**src/cpsac_pkg.sv**
```systemverilog
// shared types, constants and widths for the camera pan servo controller
package cpsac_pkg;

    // field widths
    localparam int AngleW    = 8;
    localparam int PixW      = 10;
    localparam int StepW     = 7;
    localparam int FovW      = 8;
    localparam int TurnW     = 5;
    localparam int ModeW     = 2;
    localparam int CfgIdxW   = 3;
    localparam int CfgDataW  = 10;

    // shared multiply and divide unit sizing
    localparam int MagW      = PixW + 1;        // |x_left + x_right - 2*centre| <= 2046
    localparam int DivW      = PixW + 1;        // 2*image_width
    localparam int ProdW     = MagW + FovW;     // product and quotient magnitude
    localparam int ResW      = ProdW + 1;       // signed correction
    localparam int MulSteps  = FovW;
    localparam int DivSteps  = ProdW;
    localparam int CntW      = $clog2(DivSteps);
    localparam int SumW      = ResW + 1;        // angle plus correction

    // angle limits and reset values
    localparam logic [AngleW-1:0]   AngleMax        = 8'd180;
    localparam logic [AngleW-1:0]   AngleReset      = 8'd90;
    localparam logic [StepW-1:0]    ScanStepReset   = 7'd10;
    localparam logic [StepW-1:0]    ManualStepReset = 7'd5;
    localparam logic [PixW-1:0]     CentreReset     = 10'd320;
    localparam logic [FovW-1:0]     FovReset        = 8'd60;
    localparam logic [PixW-1:0]     WidthReset      = 10'd640;

    // camera and car mode codes
    localparam logic [ModeW-1:0]    CamManual       = 2'd0;
    localparam logic [ModeW-1:0]    CamScan         = 2'd1;
    localparam logic [ModeW-1:0]    CarModeCamOk    = 2'd0;

    // item kinds
    typedef enum logic [1:0] {
        OP_TICK   = 2'd0,
        OP_JOY    = 2'd1,
        OP_CAM    = 2'd2,
        OP_TARGET = 2'd3
    } op_t;

    // register indexes
    typedef enum logic [CfgIdxW-1:0] {
        CFG_SCAN_STEP    = 3'd0,
        CFG_MANUAL_STEP  = 3'd1,
        CFG_IMAGE_CENTRE = 3'd2,
        CFG_FOV          = 3'd3,
        CFG_IMAGE_WIDTH  = 3'd4
    } cfg_idx_t;

    // top level sequencer
    typedef enum logic [1:0] {
        CTL_IDLE,
        CTL_CALC,
        CTL_PARK
    } ctl_state_t;

    // multiply and divide unit sequencer
    typedef enum logic [1:0] {
        MD_IDLE,
        MD_MUL,
        MD_DIV
    } md_state_t;

    // request into the shared unit: sign * (mag_a * mag_b) / divisor
    typedef struct packed {
        logic                start;
        logic [MagW-1:0]     mag_a;
        logic [FovW-1:0]     mag_b;
        logic [DivW-1:0]     divisor;
        logic                neg;
    } md_req_t;

    // response from the shared unit
    typedef struct packed {
        logic                       done;
        logic signed [ResW-1:0]     result;
    } md_rsp_t;

endpackage

```
**src/cpsac_intf.sv**
```systemverilog
// channel interfaces: command items, angle results and register writes

// command item channel
interface cpsac_cmd_if;
    logic                               valid;
    logic                               ready;
    logic [1:0]                         opcode;
    logic [cpsac_pkg::ModeW-1:0]        drive_mode_in;
    logic                               start_in;
    logic [cpsac_pkg::ModeW-1:0]        cam_mode_in;
    logic signed [cpsac_pkg::TurnW-1:0] turn_in;
    logic [cpsac_pkg::PixW-1:0]         x_left;
    logic [cpsac_pkg::PixW-1:0]         x_right;

    modport source (
        output valid, opcode, drive_mode_in, start_in, cam_mode_in, turn_in, x_left, x_right,
        input  ready
    );
    modport sink (
        input  valid, opcode, drive_mode_in, start_in, cam_mode_in, turn_in, x_left, x_right,
        output ready
    );
endinterface

// angle result channel
interface cpsac_angle_if;
    logic                           valid;
    logic                           ready;
    logic [cpsac_pkg::AngleW-1:0]   angle;

    modport source (output valid, angle, input ready);
    modport sink   (input valid, angle, output ready);
endinterface

// register write channel
interface cpsac_cfg_if;
    logic                           valid;
    logic                           ready;
    logic [cpsac_pkg::CfgIdxW-1:0]  index;
    logic [cpsac_pkg::CfgDataW-1:0] data;

    modport source (output valid, index, data, input ready);
    modport sink   (input valid, index, data, output ready);
endinterface

```
**src/cpsac_muldiv.sv**
```systemverilog
// shared iterative unit: shift-add multiply then restoring divide, sign applied at the end
module cpsac_muldiv (
    input  logic                clk,
    input  logic                rst_n,
    input  cpsac_pkg::md_req_t  req,
    output cpsac_pkg::md_rsp_t  rsp
);
    import cpsac_pkg::*;

    md_state_t              state_reg, state_next;
    logic [CntW-1:0]        cnt_reg, cnt_next;
    logic                   done_reg, done_next;
    logic [ProdW-1:0]       prod_reg, prod_next;
    logic [ProdW-1:0]       mcand_reg, mcand_next;
    logic [FovW-1:0]        mplier_reg, mplier_next;
    logic [DivW-1:0]        rem_reg, rem_next;
    logic [DivW-1:0]        div_reg, div_next;
    logic                   neg_reg, neg_next;

    // the one adder, shared by both phases
    logic [ResW-1:0]        alu_a, alu_b, alu_sum;
    logic                   alu_cin;
    logic [DivW:0]          trial;
    logic                   fits;

    assign trial   = {rem_reg, prod_reg[ProdW-1]};
    assign alu_sum = alu_a + alu_b + ResW'(alu_cin);
    assign fits    = ~alu_sum[ResW-1];

    // adder operand select
    always_comb
    begin
        alu_a   = '0;
        alu_b   = '0;
        alu_cin = 1'b0;
        unique case (state_reg)
            MD_MUL:
            begin
                alu_a = {1'b0, prod_reg};
                alu_b = mplier_reg[0] ? {1'b0, mcand_reg} : '0;
            end
            MD_DIV:
            begin
                alu_a   = ResW'(trial);
                alu_b   = ~ResW'(div_reg);
                alu_cin = 1'b1;
            end
            default:
            begin
                alu_a = '0;
            end
        endcase
    end

    // next state
    always_comb
    begin
        state_next = state_reg;
        unique case (state_reg)
            MD_IDLE: if (req.start) state_next = MD_MUL;
            MD_MUL:  if (cnt_reg == '0) state_next = MD_DIV;
            MD_DIV:  if (cnt_reg == '0) state_next = MD_IDLE;
            default: state_next = MD_IDLE;
        endcase
    end

    // datapath and counter updates
    always_comb
    begin
        cnt_next    = cnt_reg;
        done_next   = 1'b0;
        prod_next   = prod_reg;
        mcand_next  = mcand_reg;
        mplier_next = mplier_reg;
        rem_next    = rem_reg;
        div_next    = div_reg;
        neg_next    = neg_reg;
        unique case (state_reg)
            MD_IDLE:
            begin
                if (req.start)
                begin
                    prod_next   = '0;
                    mcand_next  = ProdW'(req.mag_a);
                    mplier_next = req.mag_b;
                    div_next    = req.divisor;
                    neg_next    = req.neg;
                    cnt_next    = CntW'(MulSteps - 1);
                end
            end
            MD_MUL:
            begin
                prod_next   = alu_sum[ProdW-1:0];
                mcand_next  = {mcand_reg[ProdW-2:0], 1'b0};
                mplier_next = {1'b0, mplier_reg[FovW-1:1]};
                if (cnt_reg == '0)
                begin
                    cnt_next = CntW'(DivSteps - 1);
                    rem_next = '0;
                end
                else
                begin
                    cnt_next = cnt_reg - 1'b1;
                end
            end
            MD_DIV:
            begin
                rem_next  = fits ? alu_sum[DivW-1:0] : trial[DivW-1:0];
                prod_next = {prod_reg[ProdW-2:0], fits};
                if (cnt_reg == '0)
                    done_next = 1'b1;
                else
                    cnt_next = cnt_reg - 1'b1;
            end
            default:
            begin
                done_next = 1'b0;
            end
        endcase
    end

    // control registers
    always_ff @(posedge clk or negedge rst_n)
    begin
        if (!rst_n)
        begin
            state_reg <= MD_IDLE;
            cnt_reg   <= '0;
            done_reg  <= 1'b0;
        end
        else
        begin
            state_reg <= state_next;
            cnt_reg   <= cnt_next;
            done_reg  <= done_next;
        end
    end

    // operand and result registers
    always_ff @(posedge clk)
    begin
        prod_reg   <= prod_next;
        mcand_reg  <= mcand_next;
        mplier_reg <= mplier_next;
        rem_reg    <= rem_next;
        div_reg    <= div_next;
        neg_reg    <= neg_next;
    end

    // signed quotient, held until the next start
    assign rsp.done   = done_reg;
    assign rsp.result = neg_reg ? -$signed({1'b0, prod_reg}) : $signed({1'b0, prod_reg});

endmodule

```
**src/camera_pan_servo_angle_controller.sv**
```systemverilog
// top level of the camera pan servo controller: item decode, state and angle sequencing
//
//  channel | dir | beat contents                                          | accepted when
//  cmd     | in  | opcode, drive_mode_in, start_in, cam_mode_in, turn_in, | valid & ready
//          |     | x_left, x_right                                        |
//  pan     | out | angle                                                  | valid & ready
//  cfg     | in  | index, data                                            | valid & ready
//
//  joystick, camera and target beats are done once taken; a started tick runs in
//  the shared multiply/divide unit (start, 8 multiply steps, 19 divide steps, result).
//  reset puts the angle at 90 and the control registers at their defaults; no clearing
//  pass. one result register: a tick may be taken while the last angle waits, and its
//  own angle is parked in the unit until the result register frees. cfg is always ready.
module camera_pan_servo_angle_controller (
    input  logic        clk,
    input  logic        rst_n,
    cpsac_cmd_if.sink   cmd,
    cpsac_angle_if.source pan,
    cpsac_cfg_if.sink   cfg
);
    import cpsac_pkg::*;

    ctl_state_t             state_reg, state_next;

    // configuration registers
    logic [StepW-1:0]       scan_step_reg;
    logic [StepW-1:0]       manual_step_reg;
    logic [PixW-1:0]        image_centre_reg;
    logic [FovW-1:0]        fov_reg;
    logic [PixW-1:0]        image_width_reg;

    // controller state
    logic [AngleW-1:0]      pan_angle_reg, pan_angle_next;
    logic                   upward_reg, upward_next;
    logic [ModeW-1:0]       cam_mode_reg;
    logic signed [TurnW-1:0] turn_reg;
    logic                   follow_reg;
    logic [PixW-1:0]        target_left_reg;
    logic [PixW-1:0]        target_right_reg;
    logic [ModeW-1:0]       drive_mode_reg;
    logic                   started_reg;

    // result register
    logic                   out_valid_reg;
    logic [AngleW-1:0]      out_angle_reg;

    md_req_t                req;
    md_rsp_t                rsp;

    logic                   cmd_beat;
    logic                   tick_go;
    logic                   slot_free;
    logic                   out_write;
    op_t                    op;

    // follow and manual operands
    logic [MagW-1:0]        pix_sum;
    logic [MagW-1:0]        centre_x2;
    logic                   pix_neg;
    logic [MagW-1:0]        pix_mag;
    logic [TurnW-1:0]       turn_mag;
    logic signed [SumW-1:0] angle_sum;

    assign op        = op_t'(cmd.opcode);
    assign cmd_beat  = cmd.valid & cmd.ready;
    assign tick_go   = cmd_beat & (op == OP_TICK) & started_reg;
    assign slot_free = ~out_valid_reg | pan.ready;

    // next state
    always_comb
    begin
        state_next = state_reg;
        unique case (state_reg)
            CTL_IDLE: if (tick_go) state_next = CTL_CALC;
            CTL_CALC:
            begin
                if (rsp.done)
                    state_next = slot_free ? CTL_IDLE : CTL_PARK;
            end
            CTL_PARK: if (slot_free) state_next = CTL_IDLE;
            default:  state_next = CTL_IDLE;
        endcase
    end

    // sequencer outputs
    always_comb
    begin
        cmd.ready = 1'b0;
        out_write = 1'b0;
        unique case (state_reg)
            CTL_IDLE: cmd.ready = 1'b1;
            CTL_CALC: out_write = rsp.done & slot_free;
            CTL_PARK: out_write = slot_free;
            default:  cmd.ready = 1'b0;
        endcase
    end

    // pixel offset from the centre, as sign and magnitude
    assign pix_sum   = {1'b0, target_left_reg} + {1'b0, target_right_reg};
    assign centre_x2 = {image_centre_reg, 1'b0};
    assign pix_neg   = pix_sum < centre_x2;
    assign pix_mag   = pix_neg ? (centre_x2 - pix_sum) : (pix_sum - centre_x2);
    assign turn_mag  = turn_reg[TurnW-1] ? TurnW'(-turn_reg) : TurnW'(turn_reg);

    // operands for the shared unit, by tick kind
    always_comb
    begin
        req.start   = tick_go;
        req.mag_a   = '0;
        req.mag_b   = '0;
        req.divisor = DivW'(1);
        req.neg     = 1'b0;
        if (follow_reg)
        begin
            if (image_width_reg != '0)
            begin
                req.mag_a   = pix_mag;
                req.mag_b   = fov_reg;
                req.divisor = {image_width_reg, 1'b0};
                req.neg     = pix_neg;
            end
        end
        else if (cam_mode_reg == CamManual)
        begin
            req.mag_a = MagW'(turn_mag);
            req.mag_b = FovW'(manual_step_reg);
            req.neg   = turn_reg[TurnW-1];
        end
        else if (cam_mode_reg == CamScan)
        begin
            req.mag_a = MagW'(scan_step_reg);
            req.mag_b = FovW'(1);
            req.neg   = ~upward_reg;
        end
    end

    cpsac_muldiv u_muldiv (
        .clk   (clk),
        .rst_n (rst_n),
        .req   (req),
        .rsp   (rsp)
    );

    // new angle and clamp
    assign angle_sum = $signed({{(SumW-AngleW){1'b0}}, pan_angle_reg}) + SumW'(rsp.result);

    always_comb
    begin
        pan_angle_next = angle_sum[AngleW-1:0];
        upward_next    = upward_reg;
        if (angle_sum >= $signed(SumW'(AngleMax)))
        begin
            pan_angle_next = AngleMax;
            upward_next    = 1'b0;
        end
        else if (angle_sum <= $signed(SumW'(0)))
        begin
            pan_angle_next = '0;
            upward_next    = 1'b1;
        end
    end

    // sequencer register
    always_ff @(posedge clk or negedge rst_n)
    begin
        if (!rst_n)
            state_reg <= CTL_IDLE;
        else
            state_reg <= state_next;
    end

    // register writes
    assign cfg.ready = 1'b1;

    always_ff @(posedge clk or negedge rst_n)
    begin
        if (!rst_n)
        begin
            scan_step_reg    <= ScanStepReset;
            manual_step_reg  <= ManualStepReset;
            image_centre_reg <= CentreReset;
            fov_reg          <= FovReset;
            image_width_reg  <= WidthReset;
        end
        else if (cfg.valid & cfg.ready)
        begin
            unique case (cfg_idx_t'(cfg.index))
                CFG_SCAN_STEP:    scan_step_reg    <= cfg.data[StepW-1:0];
                CFG_MANUAL_STEP:  manual_step_reg  <= cfg.data[StepW-1:0];
                CFG_IMAGE_CENTRE: image_centre_reg <= cfg.data[PixW-1:0];
                CFG_FOV:          fov_reg          <= cfg.data[FovW-1:0];
                CFG_IMAGE_WIDTH:  image_width_reg  <= cfg.data[PixW-1:0];
                default:          scan_step_reg    <= scan_step_reg;
            endcase
        end
    end

    // item decode and controller state
    always_ff @(posedge clk or negedge rst_n)
    begin
        if (!rst_n)
        begin
            pan_angle_reg    <= AngleReset;
            upward_reg       <= 1'b1;
            cam_mode_reg     <= CamManual;
            turn_reg         <= '0;
            follow_reg       <= 1'b0;
            target_left_reg  <= '0;
            target_right_reg <= '0;
            drive_mode_reg   <= '0;
            started_reg      <= 1'b0;
        end
        else
        begin
            if (cmd_beat)
            begin
                unique case (op)
                    OP_JOY:
                    begin
                        drive_mode_reg <= cmd.drive_mode_in;
                        started_reg    <= cmd.start_in;
                    end
                    OP_CAM:
                    begin
                        if (drive_mode_reg == CarModeCamOk)
                        begin
                            cam_mode_reg <= cmd.cam_mode_in;
                            turn_reg     <= cmd.turn_in;
                        end
                    end
                    OP_TARGET:
                    begin
                        target_left_reg  <= cmd.x_left;
                        target_right_reg <= cmd.x_right;
                        follow_reg       <= 1'b1;
                    end
                    OP_TICK:
                    begin
                        if (started_reg)
                            follow_reg <= 1'b0;
                    end
                    default:
                    begin
                        follow_reg <= follow_reg;
                    end
                endcase
            end
            if (out_write)
            begin
                pan_angle_reg <= pan_angle_next;
                upward_reg    <= upward_next;
            end
        end
    end

    // result register
    always_ff @(posedge clk or negedge rst_n)
    begin
        if (!rst_n)
            out_valid_reg <= 1'b0;
        else if (out_write)
            out_valid_reg <= 1'b1;
        else if (pan.ready)
            out_valid_reg <= 1'b0;
    end

    always_ff @(posedge clk)
    begin
        if (out_write)
            out_angle_reg <= pan_angle_next;
    end

    assign pan.valid = out_valid_reg;
    assign pan.angle = out_angle_reg;

endmodule
```
**src/flat_wrapper.sv**
```systemverilog
// flat-port wrapper written by rule: the top's interface ports become plain ports
module camera_pan_servo_angle_controller_flat import cpsac_pkg::*;
  (clk, rst_n, cmd_valid, cmd_opcode, cmd_drive_mode_in, cmd_start_in, cmd_cam_mode_in, cmd_turn_in, cmd_x_left, cmd_x_right, cmd_ready, pan_valid, pan_angle, pan_ready, cfg_valid, cfg_index, cfg_data, cfg_ready);
  cpsac_cmd_if cmd_i ();
  cpsac_angle_if pan_i ();
  cpsac_cfg_if cfg_i ();
  input  logic clk;
  input  logic rst_n;
  input wire logic [$bits(cmd_i.valid)-1:0] cmd_valid;
  input wire logic [$bits(cmd_i.opcode)-1:0] cmd_opcode;
  input wire logic [$bits(cmd_i.drive_mode_in)-1:0] cmd_drive_mode_in;
  input wire logic [$bits(cmd_i.start_in)-1:0] cmd_start_in;
  input wire logic [$bits(cmd_i.cam_mode_in)-1:0] cmd_cam_mode_in;
  input wire logic [$bits(cmd_i.turn_in)-1:0] cmd_turn_in;
  input wire logic [$bits(cmd_i.x_left)-1:0] cmd_x_left;
  input wire logic [$bits(cmd_i.x_right)-1:0] cmd_x_right;
  output wire logic [$bits(cmd_i.ready)-1:0] cmd_ready;
  output wire logic [$bits(pan_i.valid)-1:0] pan_valid;
  output wire logic [$bits(pan_i.angle)-1:0] pan_angle;
  input wire logic [$bits(pan_i.ready)-1:0] pan_ready;
  input wire logic [$bits(cfg_i.valid)-1:0] cfg_valid;
  input wire logic [$bits(cfg_i.index)-1:0] cfg_index;
  input wire logic [$bits(cfg_i.data)-1:0] cfg_data;
  output wire logic [$bits(cfg_i.ready)-1:0] cfg_ready;
  assign cmd_i.valid = cmd_valid;
  assign cmd_i.opcode = cmd_opcode;
  assign cmd_i.drive_mode_in = cmd_drive_mode_in;
  assign cmd_i.start_in = cmd_start_in;
  assign cmd_i.cam_mode_in = cmd_cam_mode_in;
  assign cmd_i.turn_in = cmd_turn_in;
  assign cmd_i.x_left = cmd_x_left;
  assign cmd_i.x_right = cmd_x_right;
  assign cmd_ready = cmd_i.ready;
  assign pan_valid = pan_i.valid;
  assign pan_angle = pan_i.angle;
  assign pan_i.ready = pan_ready;
  assign cfg_i.valid = cfg_valid;
  assign cfg_i.index = cfg_index;
  assign cfg_i.data = cfg_data;
  assign cfg_ready = cfg_i.ready;
  camera_pan_servo_angle_controller u_core (.clk(clk), .rst_n(rst_n), .cmd(cmd_i), .pan(pan_i), .cfg(cfg_i));
endmodule
```
**config.mk**
```make
export PLATFORM = sky130hd
export DESIGN_NAME = camera_pan_servo_angle_controller_flat
export DESIGN_NICKNAME = d
export VERILOG_FILES = /design/src/cpsac_pkg.sv /design/src/cpsac_intf.sv /design/src/cpsac_muldiv.sv /design/src/camera_pan_servo_angle_controller.sv /design/src/flat_wrapper.sv
export SDC_FILE = /design/constraint.sdc
export NUM_CORES = 1
export LEC_CHECK = 0
export ABC_AREA = 1
export BUFFER_PORTS_ARGS = -buffer_cell sky130_fd_sc_hd__buf_2
export CAP_MARGIN = 20
export CORE_ASPECT_RATIO = 1.4
export CORE_MARGIN = 2
export CORE_UTILIZATION = 50
export DETAILED_ROUTE_END_ITERATION = 12
export PLACE_DENSITY = 0.67
export SLEW_MARGIN = 15
export SYNTH_ARGS = -nofsm -noshare
export SYNTH_HDL_FRONTEND = slang
export SYNTH_SLANG_ARGS = --single-unit
```
**constraint.sdc**
```tcl
create_clock -name clk -period 12.5 [get_ports clk]
set_input_delay 1.875 -clock clk [delete_from_list [all_inputs] [get_ports clk]]
set_output_delay 1.875 -clock clk [all_outputs]
set_load 0.01 [all_outputs]
```
==> metrics.md <==
| Metric | Value |
|---|---|
| Clock power frac | `17.7%` |
| Vias in the first global route | `9368` |
| Congestion Overflow GR | `0` |
| Cts-stage hold buffer count | `0` |
| Clock Latency Late Sink | `440 ps` |
| Antenna Cells | `0` |
| Worst-path fanout max | `16` |
| IO Port Bufs | `59` |
| EDFF count, synth | `77` |
| Power per cell area | `244 nW/um2` |
| Cell internal pwr | `0.00168 W` |
| Slowest stage cell, crit path | `nand3_1` |
| Crit Path Class | `register to register` |
| Remaining DRCs | `0` |
| Seq cells post-synth | `170` |
| Data required time of the critical path | `12670 ps` |
| FF-to-FF End | `u_core.u_muldiv.mcand_reg[9]` |
| Top Ports | `61` |
| Reg power frac | `29.0%` |
| Dpl cell area | `11900 um2` |
| Critical Path Sink | `u_core.u_muldiv.mcand_reg[9]` |
| Final hold violation count | `0` |
| Largest net degree at the start of global routing | `65` |
| CTS Buf Count | `17` |
| Critical-path cell list | `ha_1 > fa_1 > a21oi_1 > o21bai_1 > a21oi_1 > o21ai_0 > a21o_1 > a21oi_1 > xor2_1 > inv_1 > ha_1 > nand2_1 > nor3_1 > nand2_1 > nand3_1 > inv_1 > o21ai_0 > nand2_1 > a22oi_1 > xor2_1 > o22ai_1` |
| Initial DRT Pass Iterations | `7` |
| DPL Wire Length | `21300 um` |
| Min-Delay Path Class | `register to register` |
| R2R Setup Slk | `7820 ps` |
| Leakage Power | `6.12 nW` |
| Final Slew Violations | `0` |
| Worst-Margin Slew | `957 ps` |
| CTS tree | `yes` |
| Synth Flop Type | `edfxtp_1` |
| Max Root-Sink Buffers | `2` |
| First-pass GRT wire length | `44600 um` |
| Crit path DAT | `4850 ps` |
| Routed len/inst | `14.9 um` |
| Final Cycle Share | `37.4%` |
| Logic pwr share | `53.3%` |
| Row count | `65` |
| Post-Synthesis Cells | `1451` |
| Final Critical Period | `4680 ps` |
| Outcome | `complete, no violations` |
| Sw Pwr | `0.00137 W` |
| Fmax | `214 MHz` |
| Gr usage total | `24.0%` |
| CP endpoint kind | `register` |
| Setup crit start | `u_core.target_right_reg[0]` |
| Starting DRC count in detailed routing | `492` |
| CTS root buffer | `clkbuf_16` |
| R2R depth | `21` |
| Ys async rst share | `54.7%` |
| Seq/Total Area, Yosys | `41.4%` |
| Detail Route Antenna Nets | `0` |
| Die extent in x | `131 um` |
| Post-cts resize count | `0` |
| Share of layout cells above drive strength 1 | `11.6%` |
| Crit start category | `register` |
| Worst path max stage delay | `440 ps` |
| Fin nets | `1626` |
| Die Y | `182 um` |
| Skew final | `12.2 ps` |
| Mean Syn Cell Area | `7.77 um2` |
| Post-route cell area | `12500 um2` |
| RePlAce Congestion | `0.912` |
| Syn Nets | `1575` |
| Peak VDD IR | `0.265 mV` |
| Die area | `23800 um2` |
| Core ar. | `22400 um2` |
| Vias per std cell | `5.23` |
| Initial antenna violation count | `0` |
| Relative slew margins | `36.0%` |
| Final WL | `27000 um` |
| Setup violators final | `0` |
| Commonest non-fill, non-tap cells in the layout | `nand2_1, inv_1, o21ai_0, nor2_1` |
| Netlist cell types | `52` |
| P&R area growth vs syn | `10.7%` |
| Clock sink count | `170` |
| Most common cell after layout, fill and taps aside | `nand2_1` |
| RSZ-0062 raised after global routing | `false` |
| Switching Share | `45.0%` |
| Worst R2R Start | `u_core.target_right_reg[0]` |
| Initial Util | `50.4%` |
| H-tree depth | `4` |
| Worst-path clk slew | `70 ps` |
| Vias | `9501` |
| Setup Fix Bufs, Post-CTS | `0` |
| Cell Area, Synth | `11300 um2` |
| Setup tns final | `0 ps` |
| Max-cap viol count | `0` |
| Yosys warnings | `0` |
-- worst min path at each step --
stage                               from                         to  slack [ps]  cells past startpoint
5_1_grt          u_core.pan_angle_reg[6]    u_core.pan_angle_reg[6]         510                      2
4_1_cts          u_core.pan_angle_reg[3]    u_core.pan_angle_reg[3]         480                      2
3_5_place_dp     u_core.pan_angle_reg[3]    u_core.pan_angle_reg[3]         470                      2
3_3_place_gp   u_core.image_width_reg[4]  u_core.image_width_reg[4]         470                      2
6_report         u_core.pan_angle_reg[3]    u_core.pan_angle_reg[3]         480                      2
2_1_floorplan          u_core.upward_reg          u_core.upward_reg         440                      2
-- metrics by stage --
step	total power [W]	hold slack, ps	cells	setup slack [ps]	util (%)
finish	0.00305	480	1816	7820	55.8
global route	0.00331	507	1816	7350	55.8
CTS	0.00305	482	1815	7800	55.7
detailed placement	0.00251	466	1783	7790	53.0
global placement	0.00249	467	1783	7880	53.0
floorplan	0.00211	440	1451	8470	-
-- cells by family after synthesis --
logic type | synth area share [%]
and+or+nand+nor | 26.2
AOI/OAI and AO/OA | 12.9
buffers and inverters | 7.56
DFF | 41.4
adders and majority gates | 8.61
xor gates and xnor gates | 2.80
muxes | 0.588
other | 0.0333
-- critical path: cells and delay by family (launching register included) --
kind / cells / cell delay (ps)
fa+ha+maj: 3 / 1040
flops: 1 / 400
xor+xnor: 2 / 360
compound gates: 9 / 1330
simple gates: 5 / 990
buf+inv: 2 / 280
-- layout make-up --
type / instances / area, um2
clock buffers: 17 / 425
clock inverters: 15 / 180
fillers: 2106 / 9890
inverters: 189 / 709
multi-input cells: 1057 / 5760
flip-flops and latches: 170 / 4660
well taps: 301 / 377
repair buffers: 67 / 365
-- cells in the mapped netlist (5+ instances only) --
cell	instances	share of area (%)
a31oi_1	5	0.28
nor3_1	10	0.44
a21o_1	9	0.60
fa_1	6	1.1
dfrtp_1	76	17
nor2_1	120	4.0
dfstp_2	17	4.0
nand4_1	12	0.67
o22ai_1	22	1.2
xor2_1	27	2.1
inv_1	184	6.1
clkbuf_1	27	0.90
xnor2_1	9	0.70
nand3_1	77	3.4
nand2_2	20	1.1
mux2_2	5	0.50
nand2_1	412	14
o32ai_1	8	0.62
o21ai_0	120	5.3
a21oi_1	58	2.6
nor2_4	10	1.0
nor2_2	6	0.33
o21bai_1	7	0.47
ha_1	68	7.5
edfxtp_1	77	21
-- per-layer routing --
layer	track usage (%)	up-vias	share of wire, %
met4	11.3	0	4.5
li1	-	4876	-
met1	25.3	4379	39
met2	45.2	179	54
met5	0	-	0
met3	3.98	67	2.8
-- power by group through the flow --
stage | clock (W) | combinational (W) | sequential (W)
finish | 0.000540 | 0.00162 | 0.000882
global route | 0.000570 | 0.00184 | 0.000899
CTS | 0.000548 | 0.00162 | 0.000882
detailed placement | 0 | 0.00161 | 0.000892
global placement | 0 | 0.00160 | 0.000888
floorplan | 0 | 0.00124 | 0.000864
No activity file was read; power rests on OpenSTA's default activity.
